### src/hdl/lms_pkg.sv
// Shared types and constants for the LED mode sequencer.
package lms_pkg;

	localparam int unsigned CfgWidth     = 10;
	localparam int unsigned PotWidth     = 10;
	localparam int unsigned ElapsedWidth = 11;
	localparam int unsigned PhaseWidth   = 13;
	localparam int unsigned LedCount     = 3;

	typedef logic [CfgWidth-1:0]     cfg_word_t;
	typedef logic [ElapsedWidth-1:0] elapsed_t;
	typedef logic [PhaseWidth-1:0]   phase_t;
	typedef logic [LedCount-1:0]     led_vec_t;
	typedef logic [1:0]              cfg_idx_t;

	typedef enum logic [1:0] {
		MODE_OFF    = 2'd0,
		MODE_ON     = 2'd1,
		MODE_BLINK  = 2'd2,
		MODE_BOUNCE = 2'd3
	} mode_t;

	localparam cfg_idx_t CFG_DEBOUNCE = 2'd0;
	localparam cfg_idx_t CFG_STEP     = 2'd1;

	localparam cfg_word_t DEBOUNCE_RESET = 10'd50;
	localparam cfg_word_t STEP_RESET     = 10'd100;

	localparam led_vec_t LED_NONE = 3'b000;
	localparam led_vec_t LED_ALL  = 3'b111;
	localparam led_vec_t LED_A    = 3'b001;
	localparam led_vec_t LED_B    = 3'b010;
	localparam led_vec_t LED_C    = 3'b100;

	// Mode before and after the current beat, handed from debounce to LED logic.
	typedef struct packed {
		mode_t mode_old;
		mode_t mode_new;
	} mode_info_t;

endpackage

### src/hdl/lms_debounce.sv
// Button debouncer and mode counter of the LED mode sequencer.
module lms_debounce import lms_pkg::*; (
	input  logic       clk,
	input  logic       arst_n,
	input  logic       step_en,
	input  logic       button_sample,
	input  cfg_word_t  debounce_ms,
	output mode_info_t mode_info
);

	logic     last_sample_q;
	logic     stable_level_q;
	elapsed_t elapsed_q;
	mode_t    mode_q;

	elapsed_t elapsed_d;
	logic     take_level;
	mode_t    mode_d;

	always_comb begin
		if (button_sample != last_sample_q) begin
			elapsed_d = '0;
		end else if (elapsed_q == '1) begin
			elapsed_d = elapsed_q;
		end else begin
			elapsed_d = elapsed_q + ElapsedWidth'(1);
		end
		take_level = (elapsed_d > ElapsedWidth'(debounce_ms)) &&
			(button_sample != stable_level_q);
		mode_d = mode_q;
		if (take_level && button_sample) begin
			mode_d = mode_t'(mode_q + 2'd1);
		end
	end

	assign mode_info.mode_old = mode_q;
	assign mode_info.mode_new = mode_d;

	always_ff @(posedge clk or negedge arst_n) begin
		if (!arst_n) begin
			last_sample_q  <= 1'b1;
			stable_level_q <= 1'b0;
			elapsed_q      <= '0;
			mode_q         <= MODE_OFF;
		end else if (step_en) begin
			last_sample_q <= button_sample;
			elapsed_q     <= elapsed_d;
			mode_q        <= mode_d;
			if (take_level) begin
				stable_level_q <= button_sample;
			end
		end
	end

endmodule

### src/hdl/led_mode_sequencer.sv
// Top level of the LED mode sequencer: config registers, LED pattern logic, result register.
//
// Channel  Signals                                   Direction  Beat
// in       in_valid/in_ready, button_sample, pot_level  sink     one millisecond tick
// out      out_valid/out_ready, led_a..c, mode_now   source     LED state after that tick
// cfg      cfg_we, cfg_index, cfg_data               sink       one register write
//
// Every accepted input beat updates the debouncer, mode and LED state in the same
// cycle and loads one result into the output register, so one beat per clock is
// sustained while the consumer keeps up; each result is held in that output register.
// The input is ready whenever the output register is empty or is being drained,
// so a stalled consumer holds back the input only while a result waits.
// Reset clears output valid and returns all else to defaults but the result payload.
module led_mode_sequencer import lms_pkg::*; (
	input  logic                clk,
	input  logic                arst_n,
	input  logic                in_valid,
	output logic                in_ready,
	input  logic                button_sample,
	input  logic [PotWidth-1:0] pot_level,
	output logic                out_valid,
	input  logic                out_ready,
	output logic                led_a,
	output logic                led_b,
	output logic                led_c,
	output logic [1:0]          mode_now,
	input  logic                cfg_we,
	input  cfg_idx_t            cfg_index,
	input  cfg_word_t           cfg_data
);

	cfg_word_t  debounce_ms_q;
	cfg_word_t  step_ms_q;
	phase_t     phase_q;
	led_vec_t   led_q;
	logic       out_valid_q;
	led_vec_t   res_led_q;
	mode_t      res_mode_q;

	logic       accept;
	mode_info_t mode_info;
	phase_t     phase_inc;
	phase_t     phase_d;
	led_vec_t   led_d;
	phase_t     step_x1;
	phase_t     step_x2;
	phase_t     step_x3;
	phase_t     step_x4;
	phase_t     step_x5;
	phase_t     step_x6;

	assign in_ready = !out_valid_q || out_ready;
	assign accept   = in_valid && in_ready;

	// Configuration writes; unknown indexes are dropped.
	always_ff @(posedge clk or negedge arst_n) begin
		if (!arst_n) begin
			debounce_ms_q <= DEBOUNCE_RESET;
			step_ms_q     <= STEP_RESET;
		end else if (cfg_we) begin
			case (cfg_index)
				CFG_DEBOUNCE: debounce_ms_q <= cfg_data;
				CFG_STEP:     step_ms_q     <= cfg_data;
				default:      ;
			endcase
		end
	end

	lms_debounce u_debounce (
		.clk          (clk),
		.arst_n       (arst_n),
		.step_en      (accept),
		.button_sample(button_sample),
		.debounce_ms  (debounce_ms_q),
		.mode_info    (mode_info)
	);

	// Slot boundaries of the bounce sequence; multiples built from shifts and adds.
	assign step_x1 = PhaseWidth'(step_ms_q);
	assign step_x2 = step_x1 << 1;
	assign step_x3 = step_x2 + step_x1;
	assign step_x4 = step_x1 << 2;
	assign step_x5 = step_x4 + step_x1;
	assign step_x6 = step_x3 << 1;

	assign phase_inc = (phase_q == '1) ? phase_q : phase_q + PhaseWidth'(1);

	always_comb begin
		phase_d = phase_inc;
		led_d   = led_q;
		case (mode_info.mode_new)
			MODE_OFF: begin
				led_d = LED_NONE;
			end
			MODE_ON: begin
				led_d = LED_ALL;
			end
			MODE_BLINK: begin
				// The blink timer restarts on entry; exceeding the pot value toggles all LEDs.
				if (mode_info.mode_old != MODE_BLINK) begin
					phase_d = '0;
				end
				if (phase_d > PhaseWidth'(pot_level)) begin
					led_d   = ~led_q;
					phase_d = '0;
				end
			end
			default: begin
				// Bounce sequence: later slot tests override earlier ones.
				if (mode_info.mode_old != MODE_BOUNCE) begin
					phase_d = '0;
					led_d   = LED_NONE;
				end
				if (phase_d > step_x1) begin
					led_d = led_d | LED_A;
				end
				if (phase_d > step_x2) begin
					led_d = (led_d & ~LED_A) | LED_B;
				end
				if (phase_d > step_x3) begin
					led_d = (led_d & ~LED_B) | LED_C;
				end
				if (phase_d > step_x4) begin
					led_d = (led_d & ~LED_C) | LED_B;
				end
				if (phase_d > step_x5) begin
					led_d = (led_d & ~LED_B) | LED_A;
				end
				if (phase_d > step_x6) begin
					led_d   = led_d & ~LED_A;
					phase_d = '0;
				end
			end
		endcase
	end

	always_ff @(posedge clk or negedge arst_n) begin
		if (!arst_n) begin
			phase_q     <= '0;
			led_q       <= LED_NONE;
			out_valid_q <= 1'b0;
		end else begin
			if (accept) begin
				phase_q     <= phase_d;
				led_q       <= led_d;
				out_valid_q <= 1'b1;
			end else if (out_ready) begin
				out_valid_q <= 1'b0;
			end
		end
	end

	// Result payload, loaded with each accepted beat.
	always_ff @(posedge clk) begin
		if (accept) begin
			res_led_q  <= led_d;
			res_mode_q <= mode_info.mode_new;
		end
	end

	assign out_valid = out_valid_q;
	assign led_a     = res_led_q[0];
	assign led_b     = res_led_q[1];
	assign led_c     = res_led_q[2];
	assign mode_now  = res_mode_q;

endmodule

### config.mk
export PLATFORM = sky130hd
export DESIGN_NAME = led_mode_sequencer
export DESIGN_NICKNAME = d
export VERILOG_FILES = /design/src/hdl/lms_pkg.sv /design/src/hdl/lms_debounce.sv /design/src/hdl/led_mode_sequencer.sv
export SDC_FILE = /design/constraint.sdc
export NUM_CORES = 1
export LEC_CHECK = 0
export ABC_CLOCK_PERIOD_IN_PS = 6700
export BUFFER_PORTS_ARGS = -buffer_cell sky130_fd_sc_hd__buf_2
export CAP_MARGIN = 20
export CORE_ASPECT_RATIO = 1.5
export CORE_MARGIN = 2
export CORE_UTILIZATION = 30
export DETAILED_ROUTE_END_ITERATION = 8
export GPL_TIMING_DRIVEN = 0
export PLACE_DENSITY = 0.51
export SYNTH_ARGS = -nofsm -noshare
export SYNTH_HDL_FRONTEND = slang
export SYNTH_HIERARCHICAL = 1
export SYNTH_SLANG_ARGS = --single-unit
### constraint.sdc
create_clock -name clk -period 6.7 [get_ports clk]
set_clock_uncertainty 0.05 [all_clocks]
set_input_delay 1.34 -clock clk [delete_from_list [all_inputs] [get_ports clk]]
set_output_delay 1.34 -clock clk [all_outputs]
set_load 0.01 [all_outputs]
==> flow_summary.yaml <==
setup_path:
  required_ns: 6.89
  arrival_ns: 5.60
  path_delay_family: "compound AO/OA/AOI/OAI gates"
  startpoint: "button_sample"
  path_common_cell: "buf_2"
  worstPathMaxFanout: 10
  r2r_slack_ns: 1.68
  crit_path_cell_trace: "buf_2 > xor2_1 > buf_2 > a21oi_1 > ha_1 > nand2_1 > nor4_1 > a21oi_1 > a211o_1 > nand3_1 > buf_1 > nand4_1 > o221a_2 > and3_1 > buf_2 > a311oi_1"
  r2r_cells: 18
  cp_slowest_cell: "xor2_1"
  endpoint: "phase_q[8]"
  path_depth: 16
  start_kind: "input pin"
  max_stage_delay_ns: 0.66
  r2r_start: "phase_q[1]"
  reg2reg_to: "phase_q[8]"
  worst-path-buf-inv: 4
  endpoint_kind: "register"
  critPathKind: "in -> reg"
synthesis:
  synth.net_count: 858
  syn_area_sq_mm: 0.006200
  synth_seq_area_share_pct: 23.55
  async_reset_ff_share_pct: 91.23
  yosys_warnings: 6
  ys.flop_type: "dfrtp_1"
  synth-edff-count: 5
  ys_types: 75
  syn_area_per_cell_sq_um: 8.516
  synthCells: 728
  ys_ff_latch: 57
clock_tree:
  clk_latency_ns: 0.35
  cts_tree: "yes"
  clk_pin_slew_worst_paths_ns: 0.05
  clockBufferDepth: 2
  clkSinkCount: 57
  clock-root-buffer: "clkbuf_16"
  cts_buffers: 9
  cts.repair.resized: 0
  cts-hold-fix-buffers: 0
  cts_setup_buffers: 0
  htreeDepth: 3
global_routing:
  gr-total-overflow: 0
  grtUsageTotal_pct: 15.68
  grt_pass1_wl_um: 27300
  grt_start_max_net_pins: 29
  antenna_found_initial: 0
  grt_pass1_vias: 5389
final_layout:
  nets: 904
  mostFrequentLayoutCells: "ha_1 (100), nor2_1 (74), a21oi_1 (61)"
  syn2layout_area_growth_pct: 13.16
  final_common_cell: "ha_1"
  layout-drive-gt1-share_pct: 14.38
  nFillCells: 2234
  final_area_sq_mm: 0.007015
  diodes: 0
run_status:
  status: "complete, no violations"
drt:
  routedWlPerCell_um: 15.83
  via_per_inst: 5.127
  ant_nets: 0
  drcViolationCount: 0
  wl_um: 16520
  dr.pass1.iters: 5
  dr_total_vias: 5347
  first_iter_violations: 215
power:
  internal_power_mw: 1.059
  power_switching_uw: 720.1
  worst_ir_drop_vdd_uv: 147.6
  p_comb_share_pct: 46.1
  power.density_mw_per_mm2: 253.6
  swShare_pct: 40.48
  clkPwrFrac_pct: 26.1
  leakage_nw: 3.191
  seqPwrFrac_pct: 27.7
place:
  dp_hpwl_um: 13450
  port_buffers: 33
  postPlaceCellArea_sq_mm: 0.006723
  gp_congestion: 0.8996
sta:
  finalCritPeriodShare_pct: 80.81
  slew_headroom_pct: 43.17
  hold_viol_final: 0
  fin_tns_setup_ns: 0
  fmax_mhz: 184.7
  final_max_slew_viol_count: 0
  finalCriticalPeriod_ns: 5.414
  rsz0062_at_grt: "false"
  tightest_slew_ns: 0.8524
  setup_viol: 0
floorplan:
  chipWidth_um: 121.4
  die_h_um: 180.1
  io-pin-count: 35
  rows: 64
  die-area_sq_mm: 0.02186
  initial_utilization_pct: 30.48
  coreArea_sq_mm: 0.02034
run:
  max_cap_viol_count: 0
min_path:
  hold_class: "reg -> reg"
flip-flops by register name, indices dropped and copies added, names as in the netlist:
| name | cells |
|---|---|
| mode_now | 2 |
| res_led_q | 3 |
| out_valid | 1 |
| u_debounce/elapsed_q | 11 |
| debounce_ms_q | 10 |
| led_q | 3 |
| u_debounce/last_sample_q | 1 |
| u_debounce/mode_q | 2 |
| phase_q | 13 |
| step_ms_q | 10 |
| u_debounce/stable_level_q | 1 |
power groups by stage:
stage / clock network, mW / registers (mW) / logic (mW)
finish: 0.465 / 0.494 / 0.821
global route: 0.491 / 0.505 / 0.937
CTS: 0.477 / 0.494 / 0.828
detailed placement: 0 / 0.499 / 0.824
global placement: 0 / 0.498 / 0.810
floorplan: 0 / 0.474 / 0.633
layout make-up:
class	instances	area (sq um)	area share [%]
Clock buffer	13	250.2	3.567
Inverter	53	198.9	2.836
Timing Repair Buffer	35	192.7	2.747
Clock inverter	3	42.54	0.6064
Sequential cell	57	1460	20.81
Multi-Input combinational cell	597	4442	63.31
Buffer	21	98.84	1.409
Tap cell	264	330.3	4.708
layer usage:
layer	track usage (%)	vias up	routed length (um)
li1	-	2750	-
met1	17.83	2488	6938
met2	28.79	84	8800
met3	1.646	25	318
met4	7.356	0	457
met5	0	-	0
metrics by stage:
step	total power, mW	utilization, %	setup slack [ns]	hold slack [ns]	cells
6_report	1.779	34.49	1.286	0.4584	1043
5_1_grt	1.933	34.49	0.8740	0.4821	1043
4_1_cts	1.799	34.49	1.277	0.4648	1043
3_5_place_dp	1.322	33.05	0.9510	0.4466	1027
3_3_place_gp	1.308	32.92	0.8703	0.4429	1025
2_1_floorplan	1.107	-	1.843	0.4307	728
how the worst min path moves through the flow:
stage | startpoint | slack [ns] | depth (start not counted) | end
6_report | debounce_ms_q[6] | 0.46 | 1 | debounce_ms_q[6]
5_1_grt | debounce_ms_q[2] | 0.48 | 1 | debounce_ms_q[2]
4_1_cts | debounce_ms_q[6] | 0.46 | 1 | debounce_ms_q[6]
3_5_place_dp | debounce_ms_q[2] | 0.45 | 1 | debounce_ms_q[2]
3_3_place_gp | debounce_ms_q[6] | 0.44 | 1 | debounce_ms_q[6]
2_1_floorplan | debounce_ms_q[2] | 0.43 | 1 | debounce_ms_q[2]
Yosys cell counts (5+ instances only):
library cell / instances / area (sq um)
ha_1: 100 / 1251
nor2_1: 74 / 277.8
a21oi_1: 61 / 305.3
inv_1: 53 / 198.9
dfrtp_1: 45 / 1126
nand2_1: 45 / 168.9
nand3_1: 34 / 170.2
o21ai_0: 33 / 165.2
xnor2_1: 30 / 262.8
mux2_2: 24 / 270.3
a21o_1: 18 / 135.1
nand2b_1: 15 / 93.84
nand4_1: 15 / 93.84
clkbuf_1: 13 / 48.80
xor2_1: 11 / 96.34
a31oi_1: 8 / 50.05
nor3_1: 8 / 40.04
dfstp_2: 7 / 183.9
nor2b_1: 7 / 43.79
or3_1: 7 / 43.79
a211o_1: 6 / 52.55
nor4_1: 6 / 37.54
a211oi_1: 5 / 37.54
edfxtp_1: 5 / 150.1
nor3b_1: 5 / 37.54
logic make-up after synthesis:
family	Yosys count	share of synthesized area, %
flip-flops	57	23.55
buffers and inverters	74	4.803
adder cells (fa/ha/maj)	104	21.15
multiplexers	25	4.521
AO/OA/AOI/OAI	180	19.21
AND/OR/NAND/NOR	247	20.97
XOR/XNOR	41	5.792
(Power assumes the default switching activity.)
